===== src/hdl/b64c_pkg.sv =====
// Shared constants and character mapping functions for the base64 codec.
`default_nettype none

package b64c_pkg;

    // Configuration register indexes
    localparam logic [1:0] CFG_MODE       = 2'd0;
    localparam logic [1:0] CFG_LINE_BREAK = 2'd1;
    localparam logic [1:0] CFG_LINE_GRPS  = 2'd2;

    // Reset values of the configuration registers
    localparam logic       MODE_RESET       = 1'b0;
    localparam logic       LINE_BREAK_RESET = 1'b1;
    localparam logic [7:0] LINE_GRPS_RESET  = 8'd19;

    // Operating modes
    localparam logic MODE_ENCODE = 1'b0;
    localparam logic MODE_DECODE = 1'b1;

    // Most results one request can cause
    localparam int unsigned MAX_RESULTS = 5;
    localparam int unsigned CNT_W       = $clog2(MAX_RESULTS + 1);
    localparam int unsigned IDX_W       = $clog2(MAX_RESULTS);

    // Special characters
    localparam logic [7:0] CHAR_PAD = 8'h3D;
    localparam logic [7:0] CHAR_LF  = 8'h0A;
    localparam logic [7:0] CHAR_CR  = 8'h0D;

    // 6-bit value to alphabet character
    function automatic logic [7:0] enc_char(input logic [5:0] v);
        logic [7:0] v8;
        logic [7:0] c;
        v8 = {2'b00, v};
        if (v8 < 8'd26)
            c = v8 + 8'd65;             // 'A'..'Z'
        else if (v8 < 8'd52)
            c = v8 + 8'd71;             // 'a'..'z'
        else if (v8 < 8'd62)
            c = v8 - 8'd4;              // '0'..'9'
        else if (v8 == 8'd62)
            c = 8'h2B;                  // '+'
        else
            c = 8'h2F;                  // '/'
        return c;
    endfunction

    // Alphabet character to 6-bit value; anything else reads as all ones
    function automatic logic [5:0] dec_char(input logic [7:0] c);
        logic [7:0] v;
        if (c == 8'h2F)
            v = 8'd63;
        else if (c == 8'h2B)
            v = 8'd62;
        else if (c >= 8'h30 && c <= 8'h39)
            v = c + 8'd4;
        else if (c >= 8'h61 && c <= 8'h7A)
            v = c - 8'd71;
        else if (c >= 8'h41 && c <= 8'h5A)
            v = c - 8'd65;
        else
            v = 8'hFF;
        return v[5:0];
    endfunction

endpackage

`default_nettype wire


===== src/hdl/base64_codec.sv =====
// Streaming base64 encoder/decoder with an output buffer that hands out one
// character or byte per cycle while out_ready is high. The first result of a
// request with results is valid in the cycle after acceptance.
// A request is taken in the same cycle the buffer hands out its last entry.
// Reset (rst_n low, asynchronous) empties the buffer, clears group state and
// loads the register defaults.
`default_nettype none

module base64_codec (
    input  wire logic       clk,
    input  wire logic       rst_n,
    // configuration write channel
    input  wire logic       cfg_valid,
    output logic            cfg_ready,
    input  wire logic [1:0] cfg_index,
    input  wire logic [7:0] cfg_data,
    // input channel
    input  wire logic       in_valid,
    output logic            in_ready,
    input  wire logic [7:0] data_in,
    input  wire logic       last_in,
    // output channel
    output logic            out_valid,
    input  wire logic       out_ready,
    output logic [7:0]      data_out,
    output logic            last_out
);

    localparam int unsigned N   = b64c_pkg::MAX_RESULTS;
    localparam int unsigned CW  = b64c_pkg::CNT_W;
    localparam int unsigned IW  = b64c_pkg::IDX_W;

    // Configuration registers
    logic       mode_reg;
    logic       line_break_reg;
    logic [7:0] line_groups_reg;

    // Stream state
    logic [1:0] group_pos_reg, group_pos_next;
    logic [5:0] held_reg, held_next;
    logic [7:0] groups_on_line_reg, groups_on_line_next;

    // Result buffer
    logic [7:0]    buf_reg [N];
    logic [7:0]    buf_next [N];
    logic [CW-1:0] count_reg, count_next;
    logic          last_flag_reg, last_flag_next;

    // Results of the current request
    logic [7:0]    res [N];
    logic [CW-1:0] res_cnt;

    logic          in_fire;
    logic          out_fire;
    logic [1:0]    enc_pos;
    logic [5:0]    dec_val;
    logic          group_done;
    logic [IW-1:0] lf_slot;
    logic [7:0]    groups_inc;
    logic          line_hit;
    logic          is_pad;
    logic          is_crlf;

    assign cfg_ready = 1'b1;
    assign in_ready  = (count_reg == '0) || ((count_reg == CW'(1)) && out_ready);
    assign in_fire   = in_valid && in_ready;
    assign out_valid = (count_reg != '0);
    assign out_fire  = out_valid && out_ready;
    assign data_out  = buf_reg[0];
    assign last_out  = last_flag_reg && (count_reg == CW'(1));

    // Configuration writes
    always_ff @(posedge clk or negedge rst_n)
    begin
        if (!rst_n)
        begin
            mode_reg        <= b64c_pkg::MODE_RESET;
            line_break_reg  <= b64c_pkg::LINE_BREAK_RESET;
            line_groups_reg <= b64c_pkg::LINE_GRPS_RESET;
        end
        else if (cfg_valid && cfg_ready)
        begin
            unique case (cfg_index)
                b64c_pkg::CFG_MODE:       mode_reg        <= cfg_data[0];
                b64c_pkg::CFG_LINE_BREAK: line_break_reg  <= cfg_data[0];
                b64c_pkg::CFG_LINE_GRPS:  line_groups_reg <= cfg_data;
                default: ;
            endcase
        end
    end

    // Shared helpers: character classes, line counter
    assign is_pad     = (data_in == b64c_pkg::CHAR_PAD);
    assign is_crlf    = (data_in == b64c_pkg::CHAR_CR) || (data_in == b64c_pkg::CHAR_LF);
    assign dec_val    = b64c_pkg::dec_char(data_in);
    assign enc_pos    = (group_pos_reg == 2'd3) ? 2'd0 : group_pos_reg;
    assign groups_inc = groups_on_line_reg + 8'd1;
    assign line_hit   = (groups_inc == line_groups_reg);

    // Per-request result generation and next stream state
    always_comb
    begin
        for (int i = 0; i < N; i++)
            res[i] = b64c_pkg::CHAR_PAD;
        res_cnt             = '0;
        group_done          = 1'b0;
        lf_slot             = '0;
        group_pos_next      = group_pos_reg;
        held_next           = held_reg;
        groups_on_line_next = groups_on_line_reg;

        if (mode_reg == b64c_pkg::MODE_ENCODE)
        begin
            case (enc_pos)
                2'd0:
                begin
                    res[0]         = b64c_pkg::enc_char(data_in[7:2]);
                    res_cnt        = CW'(1);
                    held_next      = {4'b0000, data_in[1:0]};
                    group_pos_next = 2'd1;
                    if (last_in)
                    begin
                        res[1]     = b64c_pkg::enc_char({data_in[1:0], 4'b0000});
                        res_cnt    = CW'(4);
                        group_done = 1'b1;
                        lf_slot    = IW'(4);
                    end
                end
                2'd1:
                begin
                    res[0]         = b64c_pkg::enc_char({held_reg[1:0], data_in[7:4]});
                    res_cnt        = CW'(1);
                    held_next      = {2'b00, data_in[3:0]};
                    group_pos_next = 2'd2;
                    if (last_in)
                    begin
                        res[1]     = b64c_pkg::enc_char({data_in[3:0], 2'b00});
                        res_cnt    = CW'(3);
                        group_done = 1'b1;
                        lf_slot    = IW'(3);
                    end
                end
                default:
                begin
                    res[0]     = b64c_pkg::enc_char({held_reg[3:0], data_in[7:6]});
                    res[1]     = b64c_pkg::enc_char(data_in[5:0]);
                    res_cnt    = CW'(2);
                    held_next  = '0;
                    group_done = 1'b1;
                    lf_slot    = IW'(2);
                end
            endcase

            // Group completed: count it, maybe close the line
            if (group_done)
            begin
                group_pos_next      = 2'd0;
                groups_on_line_next = line_hit ? 8'd0 : groups_inc;
                if (line_hit && line_break_reg)
                begin
                    res[lf_slot] = b64c_pkg::CHAR_LF;
                    res_cnt      = res_cnt + CW'(1);
                end
            end
        end
        else
        begin
            case (group_pos_reg)
                2'd0:
                begin
                    if (!is_crlf)
                    begin
                        held_next      = dec_val;
                        group_pos_next = 2'd1;
                    end
                end
                2'd1:
                begin
                    res[0]         = {held_reg, dec_val[5:4]};
                    res_cnt        = CW'(1);
                    held_next      = dec_val;
                    group_pos_next = 2'd2;
                end
                2'd2:
                begin
                    res[0]         = {held_reg[3:0], dec_val[5:2]};
                    res_cnt        = is_pad ? CW'(0) : CW'(1);
                    held_next      = dec_val;
                    group_pos_next = 2'd3;
                end
                default:
                begin
                    res[0]         = {held_reg[1:0], dec_val};
                    res_cnt        = is_pad ? CW'(0) : CW'(1);
                    held_next      = '0;
                    group_pos_next = 2'd0;
                end
            endcase
        end

        // Final request of a stream returns the group state to zero
        if (last_in)
        begin
            group_pos_next      = 2'd0;
            held_next           = '0;
            groups_on_line_next = 8'd0;
        end
    end

    // Output buffer: load on request, otherwise shift out one entry per cycle while out_ready is high
    always_comb
    begin
        for (int i = 0; i < N; i++)
            buf_next[i] = buf_reg[i];
        count_next     = count_reg;
        last_flag_next = last_flag_reg;
        if (in_fire)
        begin
            for (int i = 0; i < N; i++)
                buf_next[i] = res[i];
            count_next     = res_cnt;
            last_flag_next = last_in;
        end
        else if (out_fire)
        begin
            for (int i = 0; i < N - 1; i++)
                buf_next[i] = buf_reg[i + 1];
            count_next = count_reg - CW'(1);
        end
    end

    // Payload registers
    always_ff @(posedge clk)
    begin
        for (int i = 0; i < N; i++)
            buf_reg[i] <= buf_next[i];
    end

    // Control and stream state registers
    always_ff @(posedge clk or negedge rst_n)
    begin
        if (!rst_n)
        begin
            count_reg          <= '0;
            last_flag_reg      <= 1'b0;
            group_pos_reg      <= 2'd0;
            held_reg           <= '0;
            groups_on_line_reg <= 8'd0;
        end
        else
        begin
            count_reg     <= count_next;
            last_flag_reg <= last_flag_next;
            if (in_fire)
            begin
                group_pos_reg      <= group_pos_next;
                held_reg           <= held_next;
                groups_on_line_reg <= groups_on_line_next;
            end
        end
    end

    // Buffer never holds more than one request's results
    a_count_range: assert property (@(posedge clk) disable iff (!rst_n)
        count_reg <= CW'(N))
        else $error("result buffer count out of range");

    // A request with results shows a result in the next cycle
    a_result_follows: assert property (@(posedge clk) disable iff (!rst_n)
        (in_fire && (res_cnt != '0)) |=> out_valid)
        else $error("result missing after accepted request");

    // Stream state is cleared after a final request
    a_last_clears: assert property (@(posedge clk) disable iff (!rst_n)
        (in_fire && last_in) |=> (group_pos_reg == 2'd0) && (held_reg == '0)
                                 && (groups_on_line_reg == 8'd0))
        else $error("stream state not cleared after last request");

    // Decoding yields at most one byte per request
    a_decode_single: assert property (@(posedge clk) disable iff (!rst_n)
        (in_fire && (mode_reg == b64c_pkg::MODE_DECODE)) |-> (res_cnt <= CW'(1)))
        else $error("decode produced more than one byte");

    // Handing out the final entry without a new request empties the buffer
    a_drain_empty: assert property (@(posedge clk) disable iff (!rst_n)
        (out_fire && !in_fire && (count_reg == CW'(1))) |=> !out_valid)
        else $error("buffer not empty after final entry");

endmodule

`default_nettype wire


===== config.mk =====
export PLATFORM = sky130hd
export DESIGN_NAME = base64_codec
export DESIGN_NICKNAME = d
export VERILOG_FILES = /design/src/hdl/b64c_pkg.sv /design/src/hdl/base64_codec.sv
export SDC_FILE = /design/constraint.sdc
export NUM_CORES = 1
export LEC_CHECK = 0
export ABC_AREA = 0
export BUFFER_PORTS_ARGS = -buffer_cell sky130_fd_sc_hd__buf_2
export CAP_MARGIN = 20
export CORE_ASPECT_RATIO = 1.75
export CORE_MARGIN = 4
export CORE_UTILIZATION = 25
export CTS_CLUSTER_SIZE = 40
export DETAILED_ROUTE_END_ITERATION = 6
export SKIP_LAST_GASP = 1
export SLEW_MARGIN = 20
export SYNTH_ARGS = -nofsm -noshare
export SYNTH_HDL_FRONTEND = slang
export SYNTH_SLANG_ARGS = --single-unit

===== constraint.sdc =====
create_clock -name clk -period 6.9 [get_ports clk]
set_input_delay 0.69 -clock clk [delete_from_list [all_inputs] [get_ports clk]]
set_output_delay 0.69 -clock clk [all_outputs]
set_load 0.05 [all_outputs]

==> metrics.yaml, run 1 <==
outcome: "finished, final reports clean"
diodes: 0
viasPerCell: 5.77
synthTopCellsByCount: "nand2_1 (57), o21ai_0 (52), a21oi_1 (50), nor2_1 (46), clkbuf_1 (41)"
p_per_area_mw_per_mm2: 322
yosysWarnings: 0
postRouteAntennaNets: 0
endpoint_kind: "flip-flop"
die_x_um: 120
synth.distinct_cells: 77
nets: 730
syn-mean-instance-area_um2: 7.95
placed_area_mm2: 0.00578
largest_reg_flops: 22
use_met1_pct: 15.5
root_buffer: "clkbuf_16"
ys.flop_type: "dfrtp_1"
cp-startpoint: "data_in[2]"
row_count: 71
start_kind: "input port"
hold_buffers: 0
cp_data_arrival_time_ns: 3.89
gp_congestion: 0.925
grt_use_met2_pct: 31.0
fin_crit_ns: 3.84
cts_max_path_buffers: 2
period_share_pct: 55.6
synth_top_area_cell: "edfxtp_1"
p_seq_share_pct: 26.3
grt_use_total_pct: 16.1
synth-edff-count: 22
reg2reg_depth: 9
combinationalPowerShare_pct: 58.6
crit_end: "buf_reg[0][5]"
first_iter_violations: 454
clk_latency_ns: 0.29
p_sw_uw: 955
syn_inst: 688
final_max_slew_viol_count: 0
cp.required_ns: 6.95
path_max_fanout: 23
setup_violations: 0
design.portCount: 36
clk_pin_slew_worst_paths_ns: 0.07
route.vias.total: 5593
synthesis.nets: 742
drive_gt1_share_pct: 12.0
ys_async_sr_fraction_pct: 57.7
synth.area.top_cells: "edfxtp_1 (12%), dfrtp_1 (12%), ha_1 (6.9%), o21ai_0 (4.8%), a21oi_1 (4.6%)"
met3_usage_pct: 1.75
grt_start_max_net_pins: 31
cts_buffers: 5
vdd_drop_max_mv: 0.175
htreeDepth: 2
grt_pass1_vias: 5542
nFillCells: 2385
finalPower_mw: 1.92
dr.pass1.iters: 6
wl_per_cell_um: 20.9
top_usage_layer: "met2"
clock-sinks: 52
rsz0062_at_grt: "false"
die_area_mm2: 0.0244
antenna_found_initial: 0
cts-resized-gates: 0
internal_power_uw: 963
portBuffers: 34
ys_ff_latch: 52
maxCapViolCount: 0
area_delta_synth_final_pct: 8.83
core_area_mm2: 0.0215
routed_wirelength_um: 20200
finalNonFillerCells: 969
post_cts_buffers: 0
synth_top_area_share_pct: 12.1
cts_tree: "yes"
start_util_pct: 25.4
syn_area_mm2: 0.00547
clock.fmax_mhz: 260
die-height_um: 204
ff2ff_setup_slack_ns: 3.34
setup_tns_ns: 0
swShare_pct: 49.8
worst_slew_pin_slew_ns: 1.07
r2r_start: "held_reg[1]"
drc: 0
dpl.cell_count: 961
worstReg2RegEnd: "buf_reg[0][1]"
dp_hpwl_um: 15300
finClkSkew_ns: 0.00407
yosysSeqAreaShare_pct: 25.9
leakage_nw: 2.21
slew_headroom_pct: 27.9
hold_class: "in -> async"
clockPowerShare_pct: 15.1
hold_viol_final: 0
path_class: "in -> reg"
grt_first_pass_wirelength_um: 31000
fin_hold_ws_ns: 0.442
grt_remaining_overflow: 0
synth_most_common_cell: "nand2_1"
fin_area_mm2: 0.00595
how the worst min path moves through the flow:
stage / start / endpoint / depth (start not counted)
after floorplan: rst_n / count_reg[0] / 0
after global placement: last_flag_reg / last_flag_reg / 2
after detailed placement: last_flag_reg / last_flag_reg / 2
after CTS: rst_n / line_groups_reg[7] / 1
after global routing: rst_n / groups_on_line_reg[6] / 1
final: rst_n / groups_on_line_reg[4] / 1
worst max-delay path, stage by stage:
cell and delay, ns:
buf_2 0.39, clkinv_1 0.39, ha_1 0.38, a21oi_1 0.28
a311oi_1 0.12, or4b_1 0.68, o221ai_1 0.39, and2_1 0.21
a211oi_1 0.08, a221o_1 0.27
through the flow:
step | utilization (%) | worst slack [ns]
2_1_floorplan | - | 3.52
3_3_place_gp | 26.9 | 2.91
3_5_place_dp | 26.9 | 2.85
4_1_cts | 27.7 | 3.17
5_1_grt | 27.7 | 2.93
6_report | 27.7 | 3.06
power by group through the flow:
stage          clock (mW)  sequential (mW)  combinational [mW]
3_3_place_gp            0            0.508                1.09
4_1_cts             0.293            0.503                1.10
2_1_floorplan           0            0.464               0.815
5_1_grt             0.306            0.513                1.20
3_5_place_dp            0            0.509                1.09
6_report            0.290            0.504                1.12
kinds of logic (layout without fill, tap and decap cells):
family                   after synthesis  count (layout)  synth area share, %
buffers and inverters                 88              77                 6.98
adder cells (fa/ha/maj)               30              30                 6.86
other                                  1               1               0.0686
XOR/XNOR                              20              20                 3.48
flip-flops                            52              52                 25.9
multiplexers                          19              19                 3.78
AND/OR/NAND/NOR                      239             239                 22.7
AO/OA/AOI/OAI                        239             239                 30.2
metal layers:
layer / vias up / routed length (µm)
met4: 0 / 1700
met5: - / 0
met1: 2693 / 6840
met2: 247 / 10900
li1: 2565 / -
met3: 88 / 795
final cells by class:
type,instances,area (µm²),area share [%]
clock buffer,5,125,2.10
clock inverter,3,46.3,0.778
inverter,30,113,1.89
multi-input combinational,548,3680,61.8
sequential,52,1420,23.8
tap,292,365,6.14
timing repair buffer,39,208,3.49
cell usage in the layout, fill, tap and decap left out, types with 8 or more instances in the layout:
cell type,instances
nor3b_1,9
nor4_1,9
o211ai_1,16
mux2_2,13
nor2_1,46
nand3_1,31
a31oi_1,10
and3_1,11
nor3_1,11
ha_1,30
o21ai_0,52
nand2_1,57
and2_1,8
a21oi_1,50
edfxtp_1,22
nand2b_1,11
a21o_1,11
xnor2_1,16
o221ai_1,12
buf_2,34
nor2b_1,15
inv_1,24
o31ai_1,11
dfrtp_1,26
Power figures use the tool's default switching activity.
==> run 2: changes to the inputs <==
- clock period: 6.9 -> 3.63 ns (I/O delays scaled with it)
==> run 2 against run 1 <==
  * Clock skew is 0.0013 ns higher
  * Global-route usage decreased by 0.12 points
  * Clock power up 110%
  * Critical endpoint is now buf_reg[0][0]
==> metrics.yaml, run 2 (synthesized netlist as in run 1, its figures left out) <==
outcome: "finished, final reports clean"
endpoint_kind: "flip-flop"
clock.fmax_mhz: 322
antenna_found_initial: 0  # unchanged
p_per_area_mw_per_mm2: 608  # +89%
grt_start_max_net_pins: 31  # unchanged
clock-sinks: 52  # unchanged
viasPerCell: 5.70  # -1.2%
hold_class: "in -> async"
cp_data_arrival_time_ns: 3.22  # -0.67 ns
grt_remaining_overflow: 0  # unchanged
cp.required_ns: 3.74  # -3.21 ns
grt_first_pass_wirelength_um: 30900  # -0.38%
cts_max_path_buffers: 2  # unchanged
design.portCount: 36  # unchanged
r2r_start: "groups_on_line_reg[0]"
diodes: 0  # unchanged
final_cell_mix: "nand2_1 (57), o21ai_0 (52), a21oi_1 (50)"
core_area_mm2: 0.0215  # unchanged
setup_slack_ns: 0.523  # -2.54 ns
cts_tree: "yes"
cp-startpoint: "data_in[0]"
final_common_cell: "nand2_1"
drc: 0  # unchanged
post_cts_buffers: 0  # unchanged
finalPower_mw: 3.78  # +97%
setup_violations: 0  # unchanged
die_area_mm2: 0.0244  # unchanged
dp_hpwl_um: 15400  # +0.55%
clk_latency_ns: 0.29  # about the same
maxCapViolCount: 0  # unchanged
slew_headroom_pct: 50.5  # +23 points
setup_tns_ns: 0  # unchanged
path_max_fanout: 15  # -35%
area_delta_synth_final_pct: 13.7
path_class: "in -> reg"
rsz0062_at_grt: "false"
final_util_pct: 28.9  # +1.2 points
crit_end: "buf_reg[0][0]"
finalNonFillerCells: 1002  # +3.4%
drive_gt1_share_pct: 15.9  # +4.0 points
preCtsSetupSlack_ns: 0.307  # -2.54 ns
placed_area_mm2: 0.00603  # +4.3%
reg2reg_depth: 8  # -1
fin_hold_ws_ns: 0.131  # -0.310 ns
worst_slew_pin_slew_ns: 0.743  # -0.327 ns
hold_buffers: 0  # unchanged
start_kind: "input port"
cts-resized-gates: 0  # unchanged
final_max_slew_viol_count: 0  # unchanged
period_share_pct: 85.6
row_count: 71  # unchanged
die_x_um: 120  # unchanged
hold_viol_final: 0  # unchanged
grt_pass1_vias: 5661  # +2.1%
vdd_drop_max_mv: 0.249  # +42%
fin_area_mm2: 0.00622  # +4.5%
grt_use_total_pct: 16.0  # -0.12 points
portBuffers: 34  # unchanged
die-height_um: 204  # unchanged
postRouteAntennaNets: 0  # unchanged
nets: 763  # +4.5%
root_buffer: "clkbuf_16"
gp_congestion: 0.965  # +4.3%
largest_reg_flops: 22  # unchanged
cts_buffers: 5  # unchanged
dpl.cell_count: 994  # +3.4%
ff2ff_setup_slack_ns: 0.73  # -2.61 ns
leakage_nw: 2.39  # +7.8%
routed_wirelength_um: 19900  # -1.9%
wl_per_cell_um: 19.8  # -5.1%
route.vias.total: 5715  # +2.2%
dr.pass1.iters: 6  # unchanged
nFillCells: 2402  # +0.71%
fin_crit_ns: 3.11
clk_pin_slew_worst_paths_ns: 0.07  # about the same
finClkSkew_ns: 0.00536  # +0.00129 ns
start_util_pct: 25.4  # unchanged
worstReg2RegEnd: "buf_reg[0][7]"
htreeDepth: 2  # unchanged
first_iter_violations: 501  # +10%
-- run 2: cell types whose count changed in the layout (fill, tap and decap cells not counted), sizes merged --
| cell | previous run | this run |
|---|---|---|
| clkinvlp | 1 | 0 |
| inv | 26 | 25 |
| clkbuf | 5 | 6 |
| buf | 39 | 72 |
| bufinv | 1 | 2 |
-- run 2: layer usage --
layer | track usage (%) | up-vias | part of all wire, %
met5 | 0 | - | 0
met4 | 12.6 | 0 | 10
met3 | 1.53 | 109 | 4.2
met2 | 30.1 | 251 | 53
met1 | 15.7 | 2718 | 33
li1 | - | 2637 | -
-- run 2: worst min path at each step --
stage / cells past startpoint / end / start / slack (ns)
finish: 1 / count_reg[0] / rst_n / 0.13
global route: 1 / count_reg[0] / rst_n / 0.18
CTS: 1 / count_reg[0] / rst_n / 0.15
detailed placement: 1 / line_groups_reg[2] / rst_n / 0.47
global placement: 1 / mode_reg / rst_n / 0.46
floorplan: 0 / count_reg[0] / rst_n / 0.07
-- run 2: final cells by class --
class | count | area [µm²] | share of cell area (%)
Multi-Input combinational cell | 548 | 3680 | 59.2
Sequential cell | 52 | 1420 | 22.8
Timing Repair Buffer | 72 | 455 | 7.33
Tap cell | 292 | 365 | 5.88
Clock buffer | 6 | 129 | 2.07
Inverter | 30 | 113 | 1.81
Clock inverter | 2 | 60.1 | 0.966
-- run 2: critical path, stage by stage --
cell	delay, ns
buf_2	0.27
inv_1	0.17
ha_1	0.24
buf_4	0.18
nor2b_1	0.17
a2bb2oi_1	0.39
or2_2	0.30
o221ai_1	0.13
a2111oi_0	0.57
buf_4	0.21
o21ai_0	0.09
o211ai_1	0.14
-- run 2: power by group --
| part | leakage (nW) | internal (mW) | switching (mW) |
|---|---|---|---|
| logic | 1.73 | 0.794 | 1.45 |
| registers | 0.565 | 0.795 | 0.143 |
| clock network | 0.0911 | 0.395 | 0.206 |
| total | 2.39 | 1.98 | 1.79 |
==> run 3: changes to the inputs <==
- CORE_UTILIZATION: 25 -> 35
==> run 3 against run 2 <==
  * Non-clock buffer count is 1 lower
  * Register-to-register slack worse by 0.14 ns
  * First-iteration DRC count grew 9.8%
  * Worst setup slack lost 0.10 ns
  * Critical path type unchanged
  * Highest routed layer unchanged
==> metrics.yaml, run 3 (synthesized netlist as in run 1, its figures left out) <==
design.portCount: 36  # unchanged
endpoint_kind: "flip-flop"
fin_crit_ns: 3.21  # +0.0996 ns
area_delta_synth_final_pct: 10.3
path_class: "in -> reg"
root_buffer: "clkbuf_16"
leakage_nw: 2.36  # -1.2%
nets: 762  # -0.13%
setup_tns_ns: 0  # unchanged
clk_pin_slew_worst_paths_ns: 0.07  # about the same
rsz0062_at_grt: "false"
hold_buffers: 0  # unchanged
final_cell_mix: "nand2_1 (57), o21ai_0 (52), a21oi_1 (50)"
setup_violations: 0  # unchanged
portBuffers: 34  # unchanged
cts_tree: "yes"
clock.fmax_mhz: 312  # -3.1%
row_count: 60  # -15%
gp_congestion: 0.940  # -2.6%
wl_per_cell_um: 22.4  # +13%
reg2reg_depth: 8  # unchanged
vdd_drop_max_mv: 0.328  # +32%
hold_class: "in -> async"
multi_input_area_mm2: 0.00368  # unchanged
hold_viol_final: 0  # unchanged
grt_use_total_pct: 22.6  # +6.6 points
cp_data_arrival_time_ns: 3.33  # +0.11 ns
start_kind: "input port"
grt_first_pass_wirelength_um: 31300  # +1.1%
die-height_um: 173  # -15%
first_iter_violations: 550  # +9.8%
ff2ff_setup_slack_ns: 0.59  # -0.14 ns
start_util_pct: 35.5  # +10 points
core_area_mm2: 0.0154  # -28%
route.vias.total: 5724  # +0.16%
dpl.cell_count: 887  # -11%
post_cts_buffers: 0  # unchanged
dp_hpwl_um: 15400  # about the same
finalPower_mw: 3.68  # -2.6%
worstReg2RegEnd: "buf_reg[0][7]"
dr.pass1.iters: 5  # -1
r2r_start: "groups_on_line_reg[0]"
diodes: 0  # unchanged
final_max_slew_viol_count: 0  # unchanged
outcome: "finished, final reports clean"
routed_wirelength_um: 20000  # +0.90%
grt_start_max_net_pins: 31  # unchanged
grt_pass1_vias: 5577  # -1.5%
htreeDepth: 2  # unchanged
final_common_cell: "nand2_1"
die_area_mm2: 0.0178  # -27%
cp.required_ns: 3.75  # about the same
finalNonFillerCells: 895  # -11%
cts-resized-gates: 0  # unchanged
drc: 0  # unchanged
cts_max_path_buffers: 2  # unchanged
nFillCells: 1569  # -35%
clk_latency_ns: 0.30  # about the same
seq_area_mm2: 0.00142  # unchanged
maxCapViolCount: 0  # unchanged
drive_gt1_share_pct: 15.7  # -0.26 points
path_max_fanout: 15  # unchanged
worst_slew_pin_slew_ns: 0.944  # +0.201 ns
period_share_pct: 88.3  # +2.7 points
p_per_area_mw_per_mm2: 611  # +0.48%
die_x_um: 102  # -14%
viasPerCell: 6.40  # +12%
slew_headroom_pct: 37.0  # -13 points
grt_remaining_overflow: 0  # unchanged
postRouteAntennaNets: 0  # unchanged
largest_reg_flops: 22  # unchanged
cts_buffers: 5  # unchanged
finClkSkew_ns: 0.00752  # +0.00216 ns
antenna_found_initial: 0  # unchanged
clock-sinks: 52  # unchanged
## run 3: changes by cell type in the layout (fill, tap and decap cells not counted), sizes merged
cell	change
bufinv	-2
buf	-1
clkbuf	+1
clkinv	+1
## run 3: critical path: stages
cell and delay, ns:
buf_2 0.27, inv_1 0.18, ha_1 0.27, buf_4 0.18, nor2b_1 0.19, a2bb2oi_1 0.30, or2_2 0.29, o221ai_1 0.13
a2111oi_0 0.69, buf_4 0.22, o21ai_0 0.09, o211ai_1 0.14
## run 3: worst max path at each step
stage | start | slack [ns] | depth (start not counted) | end
2_1_floorplan | data_in[2] | 0.57 | 11 | buf_reg[0][5]
5_1_grt | data_in[0] | 0.21 | 12 | buf_reg[0][0]
4_1_cts | data_in[0] | 0.49 | 12 | buf_reg[0][0]
6_report | data_in[0] | 0.42 | 12 | buf_reg[0][0]
3_5_place_dp | data_in[0] | 0.19 | 12 | buf_reg[0][0]
3_3_place_gp | data_in[0] | 0.23 | 12 | buf_reg[0][0]
## run 3: through the flow
stage	hold WS, ns	area (µm²)	utilization [%]	setup WS [ns]
2_1_floorplan	0.0674	5470	-	0.573
3_3_place_gp	0.457	5890	38.3	0.227
3_5_place_dp	0.467	5890	38.3	0.193
4_1_cts	0.154	6030	39.2	0.491
5_1_grt	0.157	6030	39.2	0.210
6_report	0.123	6030	39.2	0.423
## run 3: power breakdown
group / internal (mW) / total, mW / switching [mW]
clock: 0.258 / 0.481 / 0.222
sequential: 0.795 / 0.935 / 0.140
combinational: 0.801 / 2.27 / 1.47
total: 1.85 / 3.68 / 1.83
## run 3: final cells by class
type                            instances  area share (%)
Sequential cell                        52            23.5
Clock buffer                            7            2.20
Multi-Input combinational cell        548            61.0
Tap cell                              186            3.86
Inverter                               30            1.87
Clock inverter                          1           0.145
Timing Repair Buffer                   71            7.43
## run 3: per-layer routing
metal | wire, µm | vias to the layer above | global-route usage, %
met5 | 0 | - | 0
met1 | 6940 | 2752 | 23.8
met4 | 1690 | 0 | 15.4
met2 | 10500 | 247 | 40.4
li1 | - | 2644 | -
met3 | 957 | 81 | 2.38
